## src/sv/cdsd_pkg.sv

```systemverilog
// shared constants and types for the cd sector directory record parser
// used by every module of the block; depends on nothing else
`timescale 1ns / 1ps
`default_nettype none
package cdsd_pkg;

   localparam int RAW_SECTOR_BYTES = 2352;
   localparam int USER_DATA_BYTES  = 2048;

   localparam int POS_W    = $clog2(RAW_SECTOR_BYTES + 1);
   localparam int U_W      = $clog2(USER_DATA_BYTES);
   localparam int OFFSET_W = 11;

   localparam logic [POS_W-1:0] RAW_LIMIT  = POS_W'(RAW_SECTOR_BYTES);
   localparam logic [POS_W-1:0] USER_LIMIT = POS_W'(USER_DATA_BYTES);
   localparam logic [U_W:0]     REC_LIMIT  = (U_W + 1)'(USER_DATA_BYTES);

   localparam logic [POS_W-1:0] MODE_BYTE_POS   = POS_W'(15);
   localparam logic [7:0]       MODE_TWO        = 8'h02;
   localparam logic [POS_W-1:0] MODE2_DATA_POS  = POS_W'(24);
   localparam logic [POS_W-1:0] OTHER_DATA_POS  = POS_W'(16);

   // record byte offsets
   localparam logic [7:0] REC_ADDR_B0  = 8'd2;
   localparam logic [7:0] REC_ADDR_B1  = 8'd3;
   localparam logic [7:0] REC_ADDR_B2  = 8'd4;
   localparam logic [7:0] REC_ADDR_B3  = 8'd5;
   localparam logic [7:0] REC_SIZE_B0  = 8'd10;
   localparam logic [7:0] REC_SIZE_B1  = 8'd11;
   localparam logic [7:0] REC_SIZE_B2  = 8'd12;
   localparam logic [7:0] REC_SIZE_B3  = 8'd13;
   localparam logic [7:0] REC_FLAGS    = 8'd25;
   localparam logic [7:0] REC_NAME_LEN = 8'd32;
   localparam logic [7:0] REC_NAME_B0  = 8'd33;

   localparam logic [1:0] KIND_ORDINARY = 2'd0;
   localparam logic [1:0] KIND_CURRENT  = 2'd1;
   localparam logic [1:0] KIND_PARENT   = 2'd2;

   localparam int QUEUE_DEPTH = 2;
   localparam int QCNT_W      = $clog2(QUEUE_DEPTH + 1);
   localparam int QPTR_W      = $clog2(QUEUE_DEPTH);

   // word passed from the front to the back
   typedef struct packed {
      logic           first;
      logic           user;
      logic [U_W-1:0] offset;
      logic [7:0]     data;
   } item_type;

   typedef struct packed {
      logic [31:0]         extent_address;
      logic [31:0]         data_length;
      logic                is_directory;
      logic [7:0]          name_length;
      logic [1:0]          name_kind;
      logic [OFFSET_W-1:0] record_offset;
   } result_type;

endpackage
`default_nettype wire

```

## src/sv/cdsd_front.sv

```systemverilog
// front end: tracks position and sector mode, classifies each raw byte
// depends on cdsd_pkg
`timescale 1ns / 1ps
`default_nettype none
module cdsd_front (
   input  wire logic              clock,
   input  wire logic              reset,
   input  wire logic              in_valid,
   input  wire logic [7:0]        in_data,
   input  wire logic              in_first,
   output logic                   in_ready,
   output logic                   out_valid,
   output cdsd_pkg::item_type     out_item,
   input  wire logic              out_ready
);

   logic [cdsd_pkg::POS_W-1:0] pos_ff, pos_in;
   logic [7:0]                 mode_ff, mode_in;
   logic [cdsd_pkg::POS_W-1:0] p;
   logic [cdsd_pkg::POS_W-1:0] data_pos;
   logic [cdsd_pkg::POS_W-1:0] u;
   logic                       in_range;
   logic                       user;
   logic                       accept;

   assign in_ready = out_ready;
   assign accept   = in_valid && out_ready;

   always_comb begin
      p        = in_first ? '0 : pos_ff;
      in_range = p < cdsd_pkg::RAW_LIMIT;
      mode_in  = mode_ff;
      pos_in   = p;
      if (in_range) begin
         pos_in = p + 1'b1;
         if (p == cdsd_pkg::MODE_BYTE_POS) begin
            mode_in = in_data;
         end
      end
      data_pos = (mode_in == cdsd_pkg::MODE_TWO) ? cdsd_pkg::MODE2_DATA_POS
                                                 : cdsd_pkg::OTHER_DATA_POS;
      u        = p - data_pos;
      user     = in_range && (p >= data_pos) && (u < cdsd_pkg::USER_LIMIT);
   end

   // only sector starts and user-data bytes matter to the walker
   assign out_valid       = in_valid && (in_first || user);
   assign out_item.first  = in_first;
   assign out_item.user   = user;
   assign out_item.offset = u[cdsd_pkg::U_W-1:0];
   assign out_item.data   = in_data;

   always_ff @(posedge clock) begin
      if (reset) begin
         pos_ff  <= '0;
         mode_ff <= '0;
      end else if (accept) begin
         pos_ff  <= pos_in;
         mode_ff <= mode_in;
      end
   end

endmodule
`default_nettype wire

```

## src/sv/cdsd_queue.sv

```systemverilog
// short queue of classified words between front and back
// depends on cdsd_pkg
`timescale 1ns / 1ps
`default_nettype none
module cdsd_queue (
   input  wire logic          clock,
   input  wire logic          reset,
   input  wire logic          in_valid,
   input  cdsd_pkg::item_type in_item,
   output logic               in_ready,
   output logic               out_valid,
   output cdsd_pkg::item_type out_item,
   input  wire logic          out_ready
);

   cdsd_pkg::item_type          mem_ff [cdsd_pkg::QUEUE_DEPTH];
   logic [cdsd_pkg::QPTR_W-1:0] wr_ff, rd_ff;
   logic [cdsd_pkg::QCNT_W-1:0] cnt_ff, cnt_in;
   logic                        push, pop;

   assign in_ready  = cnt_ff != cdsd_pkg::QCNT_W'(cdsd_pkg::QUEUE_DEPTH);
   assign out_valid = cnt_ff != '0;
   assign out_item  = mem_ff[rd_ff];
   assign push      = in_valid && in_ready;
   assign pop       = out_valid && out_ready;

   always_comb begin
      cnt_in = cnt_ff;
      if (push && !pop) begin
         cnt_in = cnt_ff + 1'b1;
      end else if (pop && !push) begin
         cnt_in = cnt_ff - 1'b1;
      end
   end

   always_ff @(posedge clock) begin
      if (push) begin
         mem_ff[wr_ff] <= in_item;
      end
   end

   always_ff @(posedge clock) begin
      if (reset) begin
         wr_ff  <= '0;
         rd_ff  <= '0;
         cnt_ff <= '0;
      end else begin
         if (push) begin
            wr_ff <= wr_ff + 1'b1;
         end
         if (pop) begin
            rd_ff <= rd_ff + 1'b1;
         end
         cnt_ff <= cnt_in;
      end
   end

endmodule
`default_nettype wire

```

## src/sv/cdsd_back.sv

```systemverilog
// back end: walks directory records and holds the result output register
// depends on cdsd_pkg
`timescale 1ns / 1ps
`default_nettype none
module cdsd_back (
   input  wire logic           clock,
   input  wire logic           reset,
   input  wire logic           in_valid,
   input  cdsd_pkg::item_type  in_item,
   output logic                in_ready,
   output logic                out_valid,
   output cdsd_pkg::result_type out_result,
   input  wire logic           out_ready
);

   logic [cdsd_pkg::U_W-1:0] start_ff, start_in;
   logic [7:0]               len_ff, len_in;
   logic                     stopped_ff, stopped_in;
   logic [31:0]              addr_ff, addr_in;
   logic [31:0]              size_ff, size_in;
   logic [7:0]               flags_ff, flags_in;
   logic [7:0]               nlen_ff, nlen_in;
   logic [7:0]               nbyte_ff, nbyte_in;
   logic                     valid_ff, valid_in;
   cdsd_pkg::result_type     result_ff, result_in;

   logic                     pop;
   logic                     active;
   logic                     emit;
   logic [cdsd_pkg::U_W-1:0] diff;
   logic [7:0]               r;
   logic [cdsd_pkg::U_W:0]   rec_end;
   logic [1:0]               kind;

   assign in_ready   = !valid_ff || out_ready;
   assign pop        = in_valid && in_ready;
   assign out_valid  = valid_ff;
   assign out_result = result_ff;

   always_comb begin
      start_in   = start_ff;
      len_in     = len_ff;
      stopped_in = stopped_ff;
      addr_in    = addr_ff;
      size_in    = size_ff;
      flags_in   = flags_ff;
      nlen_in    = nlen_ff;
      nbyte_in   = nbyte_ff;
      active     = 1'b0;
      emit       = 1'b0;
      diff       = '0;
      r          = '0;
      rec_end    = '0;
      kind       = cdsd_pkg::KIND_ORDINARY;

      if (pop) begin
         if (in_item.first) begin
            start_in   = '0;
            len_in     = '0;
            stopped_in = 1'b0;
            addr_in    = '0;
            size_in    = '0;
            flags_in   = '0;
            nlen_in    = '0;
            nbyte_in   = '0;
         end
         if (in_item.user && !stopped_in) begin
            if (len_in == '0) begin
               if (in_item.offset == start_in) begin
                  rec_end = {1'b0, start_in} + (cdsd_pkg::U_W + 1)'(in_item.data);
                  if (in_item.data == '0 || rec_end > cdsd_pkg::REC_LIMIT) begin
                     stopped_in = 1'b1;
                  end else begin
                     len_in   = in_item.data;
                     addr_in  = '0;
                     size_in  = '0;
                     flags_in = '0;
                     nlen_in  = '0;
                     nbyte_in = '0;
                     active   = 1'b1;
                  end
               end
            end else begin
               active = in_item.offset >= start_in;
            end
         end
         diff = in_item.offset - start_in;
         if (active && (diff < cdsd_pkg::U_W'(len_in))) begin
            r = diff[7:0];
            case (r)
               cdsd_pkg::REC_ADDR_B0:  addr_in[7:0]   = in_item.data;
               cdsd_pkg::REC_ADDR_B1:  addr_in[15:8]  = in_item.data;
               cdsd_pkg::REC_ADDR_B2:  addr_in[23:16] = in_item.data;
               cdsd_pkg::REC_ADDR_B3:  addr_in[31:24] = in_item.data;
               cdsd_pkg::REC_SIZE_B0:  size_in[7:0]   = in_item.data;
               cdsd_pkg::REC_SIZE_B1:  size_in[15:8]  = in_item.data;
               cdsd_pkg::REC_SIZE_B2:  size_in[23:16] = in_item.data;
               cdsd_pkg::REC_SIZE_B3:  size_in[31:24] = in_item.data;
               cdsd_pkg::REC_FLAGS:    flags_in       = in_item.data;
               cdsd_pkg::REC_NAME_LEN: nlen_in        = in_item.data;
               cdsd_pkg::REC_NAME_B0:  nbyte_in       = in_item.data;
               default: ;
            endcase
            if (r == len_in - 1'b1) begin
               emit = 1'b1;
               if (nlen_in == 8'd1 && nbyte_in == 8'd0) begin
                  kind = cdsd_pkg::KIND_CURRENT;
               end else if (nlen_in == 8'd1 && nbyte_in == 8'd1) begin
                  kind = cdsd_pkg::KIND_PARENT;
               end
               rec_end = {1'b0, start_in} + (cdsd_pkg::U_W + 1)'(len_in);
               len_in  = '0;
               if (rec_end >= cdsd_pkg::REC_LIMIT) begin
                  stopped_in = 1'b1;
               end else begin
                  start_in = rec_end[cdsd_pkg::U_W-1:0];
               end
            end
         end
      end

      result_in.extent_address = addr_in;
      result_in.data_length    = size_in;
      result_in.is_directory   = flags_in[1];
      result_in.name_length    = nlen_in;
      result_in.name_kind      = kind;
      result_in.record_offset  = cdsd_pkg::OFFSET_W'(
                                    {1'b0, in_item.offset - diff});

      valid_in = valid_ff;
      if (emit) begin
         valid_in = 1'b1;
      end else if (out_ready) begin
         valid_in = 1'b0;
      end
   end

   // result payload only loads when a record completes
   always_ff @(posedge clock) begin
      if (emit) begin
         result_ff <= result_in;
      end
   end

   always_ff @(posedge clock) begin
      if (reset) begin
         start_ff   <= '0;
         len_ff     <= '0;
         stopped_ff <= 1'b1;
         addr_ff    <= '0;
         size_ff    <= '0;
         flags_ff   <= '0;
         nlen_ff    <= '0;
         nbyte_ff   <= '0;
         valid_ff   <= 1'b0;
      end else begin
         start_ff   <= start_in;
         len_ff     <= len_in;
         stopped_ff <= stopped_in;
         addr_ff    <= addr_in;
         size_ff    <= size_in;
         flags_ff   <= flags_in;
         nlen_ff    <= nlen_in;
         nbyte_ff   <= nbyte_in;
         valid_ff   <= valid_in;
      end
   end

endmodule
`default_nettype wire

```

## src/sv/cd_sector_directory_record_parser.sv

```systemverilog
// cd sector directory record parser: one raw sector byte per cycle in while results
// are taken, one result word per complete directory record out
// throughput one byte per cycle while rsp_ready keeps up; after a record's last byte is
// accepted, its result passes the classification queue, then the output register
// a two-word queue lets the front keep taking bytes while a result waits
// synchronous active-high reset; no record is parsed until the first sector start
`timescale 1ns / 1ps
`default_nettype none
module cd_sector_directory_record_parser (
   input  wire logic        clock,
   input  wire logic        reset,
   input  wire logic        req_valid,
   output logic             req_ready,
   input  wire logic [7:0]  req_raw_byte,
   input  wire logic        req_sector_first,
   output logic             rsp_valid,
   input  wire logic        rsp_ready,
   output logic [31:0]      rsp_extent_address,
   output logic [31:0]      rsp_data_length,
   output logic             rsp_is_directory,
   output logic [7:0]       rsp_name_length,
   output logic [1:0]       rsp_name_kind,
   output logic [10:0]      rsp_record_offset
);

   cdsd_pkg::item_type   front_item, back_item;
   logic                 front_valid, front_ready;
   logic                 back_valid, back_ready;
   cdsd_pkg::result_type result;

   cdsd_front u_front (
      .clock     (clock),
      .reset     (reset),
      .in_valid  (req_valid),
      .in_data   (req_raw_byte),
      .in_first  (req_sector_first),
      .in_ready  (req_ready),
      .out_valid (front_valid),
      .out_item  (front_item),
      .out_ready (front_ready)
   );

   cdsd_queue u_queue (
      .clock     (clock),
      .reset     (reset),
      .in_valid  (front_valid),
      .in_item   (front_item),
      .in_ready  (front_ready),
      .out_valid (back_valid),
      .out_item  (back_item),
      .out_ready (back_ready)
   );

   cdsd_back u_back (
      .clock      (clock),
      .reset      (reset),
      .in_valid   (back_valid),
      .in_item    (back_item),
      .in_ready   (back_ready),
      .out_valid  (rsp_valid),
      .out_result (result),
      .out_ready  (rsp_ready)
   );

   assign rsp_extent_address = result.extent_address;
   assign rsp_data_length    = result.data_length;
   assign rsp_is_directory   = result.is_directory;
   assign rsp_name_length    = result.name_length;
   assign rsp_name_kind      = result.name_kind;
   assign rsp_record_offset  = result.record_offset;

`ifndef NO_ASSERTIONS
   // dot markers only come from one-byte identifiers
   assert property (@(posedge clock) disable iff (reset)
      rsp_valid && rsp_name_kind != cdsd_pkg::KIND_ORDINARY |-> rsp_name_length == 8'd1)
      else $error("dot marker on a name longer than one byte");

   assert property (@(posedge clock) disable iff (reset)
      rsp_valid |-> rsp_name_kind <= cdsd_pkg::KIND_PARENT)
      else $error("undefined name kind");

   // the back drains the queue whenever its output register can take a word
   assert property (@(posedge clock) disable iff (reset)
      back_valid && (!rsp_valid || rsp_ready) |-> back_ready)
      else $error("back stalled with free output register");

   // no byte is lost: an empty queue always admits the front
   assert property (@(posedge clock) disable iff (reset)
      !back_valid |-> req_ready)
      else $error("input stalled with empty queue");
`endif

endmodule
`default_nettype wire
```

## config.mk

```make
export PLATFORM = sky130hd
export DESIGN_NAME = cd_sector_directory_record_parser
export DESIGN_NICKNAME = d
export VERILOG_FILES = /design/src/sv/cdsd_pkg.sv /design/src/sv/cdsd_front.sv /design/src/sv/cdsd_queue.sv /design/src/sv/cdsd_back.sv /design/src/sv/cd_sector_directory_record_parser.sv
export SDC_FILE = /design/constraint.sdc
export NUM_CORES = 1
export LEC_CHECK = 0
export BUFFER_PORTS_ARGS = -buffer_cell sky130_fd_sc_hd__buf_2
export CAP_MARGIN = 20
export CELL_PAD_IN_SITES_DETAIL_PLACEMENT = 1
export CELL_PAD_IN_SITES_GLOBAL_PLACEMENT = 2
export CORE_ASPECT_RATIO = 2
export CORE_MARGIN = 5
export CORE_UTILIZATION = 35
export DETAILED_ROUTE_END_ITERATION = 8
export GPL_ROUTABILITY_DRIVEN = 0
export GPL_TIMING_DRIVEN = 0
export PLACE_DENSITY_LB_ADDON = 0.1
export SYNTH_ARGS = -nofsm -noshare
export SYNTH_HDL_FRONTEND = slang
export SYNTH_SLANG_ARGS = --single-unit
```

## constraint.sdc

```tcl
create_clock -name clock -period 9.7 [get_ports clock]
set_input_delay 0.485 -clock clock [delete_from_list [all_inputs] [get_ports clock]]
set_output_delay 0.485 -clock clock [all_outputs]
set_load 0.03 [all_outputs]
```

==> run_results.csv <==
group,metric,value,unit
floorplan,die_y,279,um
sta,slew_violations,0,
finish,antenna_cells,0,
floorplan,initial_core_util,35.3,%
finish,postLayoutCellArea,14700,sq um
pwr,power.total,2.91,mW
pwr,ir_drop,0.000123,V
floorplan,num_rows,98,
clocking,cts_sinks,255,
route,viasPerCell,5.46,
clocking,clkLatencyLatePin,0.55,ns
floorplan,die-area,40300,sq um
synthesis,synth.area.mux_share,4.18,%
pwr,powerDensity,198,nW/um^2
critical_path,end_kind,"flip-flop",
synthesis,yosysSeqAreaShare,50.5,%
sta,hold_violations,0,
synthesis,synth_top_family_by_area,"simple AND/OR/NAND/NOR gates",
run_status,status,"finished, final reports clean",
critical_path,max_stage_delay,0.49,ns
finish,drive_gt1_share,15.3,%
hold_path,hp-class,"input pin to flip-flop",
pwr,p_leak,5.72,nW
critical_path,worstSetupPathType,"flip-flop to flip-flop",
synthesis,syn_area_per_cell,10.5,sq um
sta,fmax,0.109,GHz
route,wl,41900,um
critical_path,critical-path-top-delay-family,"compound AO/OA/AOI/OAI gates",
route,detail-route-antenna-nets,0,
synthesis,synthCells,1206,
sta,slew_headroom,26.1,%
clocking,cts-buffers-inserted,24,
run,maxCapViolCount,0,
clocking,path_clk_slew,0.07,ns
sta,skew,0.0239,ns
global_route,antenna_found_initial,0,
finish,area.growth.synth_to_final,16.1,%
clocking,cts_max_level,1,
route,vias,9869,
sta,post-route-period-util,94.8,%
synthesis,syn_area,12700,sq um
global_route,groute.usage.overall,20.7,%
place,hpwlAfterDp,33200,um
synthesis,synth-xor-area-share,3.36,%
synthesis,synth_simple_gate_area_share,17.2,%
place,placed_area,13800,sq um
global_route,grt_pass1_wl,63300,um
route,drt_first_pass_iters,6,
global_route,grt_pass1_vias,10577,
synthesis,syn_nets,1268,
sta,worst_pin_slew,1.08,ns
route,drc,0,
critical_path,worstPathArrival,9.59,ns
clocking,clockBufferDepth,3,
synthesis,synth_edf_count,128,
synthesis,synth_adder_area_share,5.12,%
clocking,cts_tree,"yes",
route,routedWlPerCell,23.2,um
floorplan,core,35800,sq um
place,io_buffers,99,
synthesis,yosysUniqueCellTypes,91,
critical_path,cp.required,10.10,ns
floorplan,num_io_pins,101,
critical_path,critPathMostFrequentCell,"o21a_1",
floorplan,die-width,144,um
sta,fin_crit,9.20,ns
sta,rsz0062_at_grt,"false",
global_route,globalRouteOverflowTotal,0,
synthesis,ys_warn_count,0,
critical_path,crit_fanout,66,
clocking,clockRootBuffer,"clkbuf_16",
synthesis,synth_flop_cell,"edfxtp_1",
critical_path,cpMaxStageDelayCell,"nor4_4",
route,initialDrtViolationCount,314,
synthesis,synth-async-reset-ratio,0,%
synthesis,synth_compound_area_share,16.5,%
critical_path,crit_buf_inv,8,
sta,setup_viol,0,
synthesis,ys_seq_elements,255,
finish,final_nets,1403,
global_route,grt_max_degree,67,
clocking,postCtsHoldBufs,0,
critical_path,cp-start-kind,"flip-flop",
-- logic make-up (layout without fill, tap and decap cells) --
family                   count (synthesis)  count (layout)
multiplexers                            48              48
AO/OA/AOI/OAI                          282             282
adder cells (fa/ha/maj)                 51              51
XOR/XNOR                                47              47
AND/OR/NAND/NOR                        426             426
flip-flops                             255             255
buffers and inverters                   97             249
-- cell usage after synthesis (13+ instances only) --
cell type | count | area, sq um
or3_1 | 13 | 81.3
nand2_1 | 94 | 353
xnor2_1 | 31 | 272
mux2i_1 | 25 | 250
dfxtp_1 | 127 | 2540
o21ai_0 | 25 | 125
mux2_2 | 19 | 214
clkbuf_1 | 36 | 135
nor2_1 | 108 | 405
ha_1 | 47 | 588
a31oi_1 | 14 | 87.6
edfxtp_1 | 128 | 3840
o21ai_1 | 13 | 65.1
nand3_1 | 30 | 150
xor2_1 | 15 | 131
a22o_1 | 68 | 596
nor2b_1 | 78 | 488
nand2b_1 | 15 | 93.8
a21oi_1 | 50 | 250
inv_1 | 45 | 169
nor3_1 | 25 | 125
-- cell usage in the layout, fill, tap and decap left out, types with 8 or more instances in the layout --
master,netlist,routed
a21oi_1,50,50
mux2i_1,25,24
nand3_1,30,30
o21ai_0,25,25
nor4_1,10,10
o21ai_1,13,13
a22o_1,68,68
dfxtp_1,127,127
clkbuf_1,36,38
ha_1,47,47
nor2b_1,78,78
o21a_1,12,12
xor2_1,15,15
nand2b_1,15,15
or3_1,13,13
buf_4,1,8
a22oi_1,12,12
edfxtp_1,128,128
nand4_1,9,9
xnor2_1,31,31
a21o_1,12,12
nor3_1,25,24
nor2_1,108,107
mux2_2,19,19
inv_1,45,45
nand3b_1,8,8
clkbuf_16,0,27
buf_2,4,104
a31oi_1,14,14
nand2_1,94,94
-- repair_timing --
action	4_1_cts	5_1_grt
setup endpoints to repair	261	80
cloned	0	0
pin swaps	0	2
hold endpoints to repair	0	0
gates resized for setup	4	7
setup buffers	0	4
-- report_power, final --
group          internal, mW  switching, mW
combinational         0.223          0.507
clock                 0.583          0.426
sequential             1.16         0.0103
total                  1.96          0.944
-- final timing paths --
kind,startpoint,to,slack (ns),depth (start not counted)
min reg2reg,u_back.addr_ff[27]$_SDFF_PP0_,u_back.addr_ff[27]$_SDFF_PP0_,0.46,2
max,u_queue.mem_ff[0][20]$_DFFE_PP_,u_back.out_result[12]$_SDFFCE_PP0P_,0.50,32
min,req_sector_first,u_queue.mem_ff[1][20]$_DFFE_PP_,0.16,1
max reg2reg,u_queue.mem_ff[0][20]$_DFFE_PP_,u_back.out_result[12]$_SDFFCE_PP0P_,0.50,32
-- per-stage QoR --
stage                     utilization [%]  instances  setup WS [ns]  TNS (ns)  hold WS, ns
after CTS                            40.8       1801        0.00309         0        0.151
after floorplan                         -       1206           1.66         0        0.439
after detailed placement             38.5       1759          -1.25   -139.82        0.457
after global placement               38.3       1755          -2.07   -249.90        0.447
final                                41.0       1808          0.505         0        0.164
after global routing                 41.0       1808         0.0446         0        0.157
-- metal layers --
| layer | vias up | track usage (%) | routed length [um] |
|---|---|---|---|
| met5 | - | 0 | 0 |
| met4 | 0 | 9.84 | 2120 |
| met3 | 91 | 1.94 | 1200 |
| met2 | 193 | 42.2 | 24500 |
| met1 | 4880 | 19.6 | 14000 |
| li1 | 4705 | - | - |
-- sequential cells by signal (all words and copies together) (netlist names), named ones only --
signal             count
u_queue.wr_ff          1
u_queue.mem_ff        42
u_back.nbyte_ff        8
u_back.out_result     86
u_front.pos_ff        12
u_back.out_valid       1
u_back.stopped_ff      1
u_back.size_ff        32
u_back.start_ff       11
u_front.mode_ff        8
u_back.nlen_ff         8
u_back.addr_ff        32
u_queue.cnt_ff         2
u_queue.rd_ff          1
u_back.flags_ff        1
u_back.len_ff          8
-- area by class of cell --
type,instances,area [sq um]
Fill cell,4017,21100
Buffer,45,206
Sequential cell,255,6390
Timing Repair Buffer,110,603
Clock buffer,36,739
Inverter,51,194
Clock inverter,7,93.8
Tap cell,450,563
Multi-Input combinational cell,854,5900
-- worst reg2reg max path: cells and delay by family (launching register included) --
| kind | cells | cell delay [ns] |
|---|---|---|
| adders and majority gates | 2 | 0.60 |
| and+or+nand+nor | 9 | 2.57 |
| muxes | 1 | 0.35 |
| AOI/OAI and AO/OA | 12 | 2.97 |
| buffers and inverters | 8 | 2.21 |
| DFF | 1 | 0.36 |
Note: power is estimated with default switching activity, not from simulation.
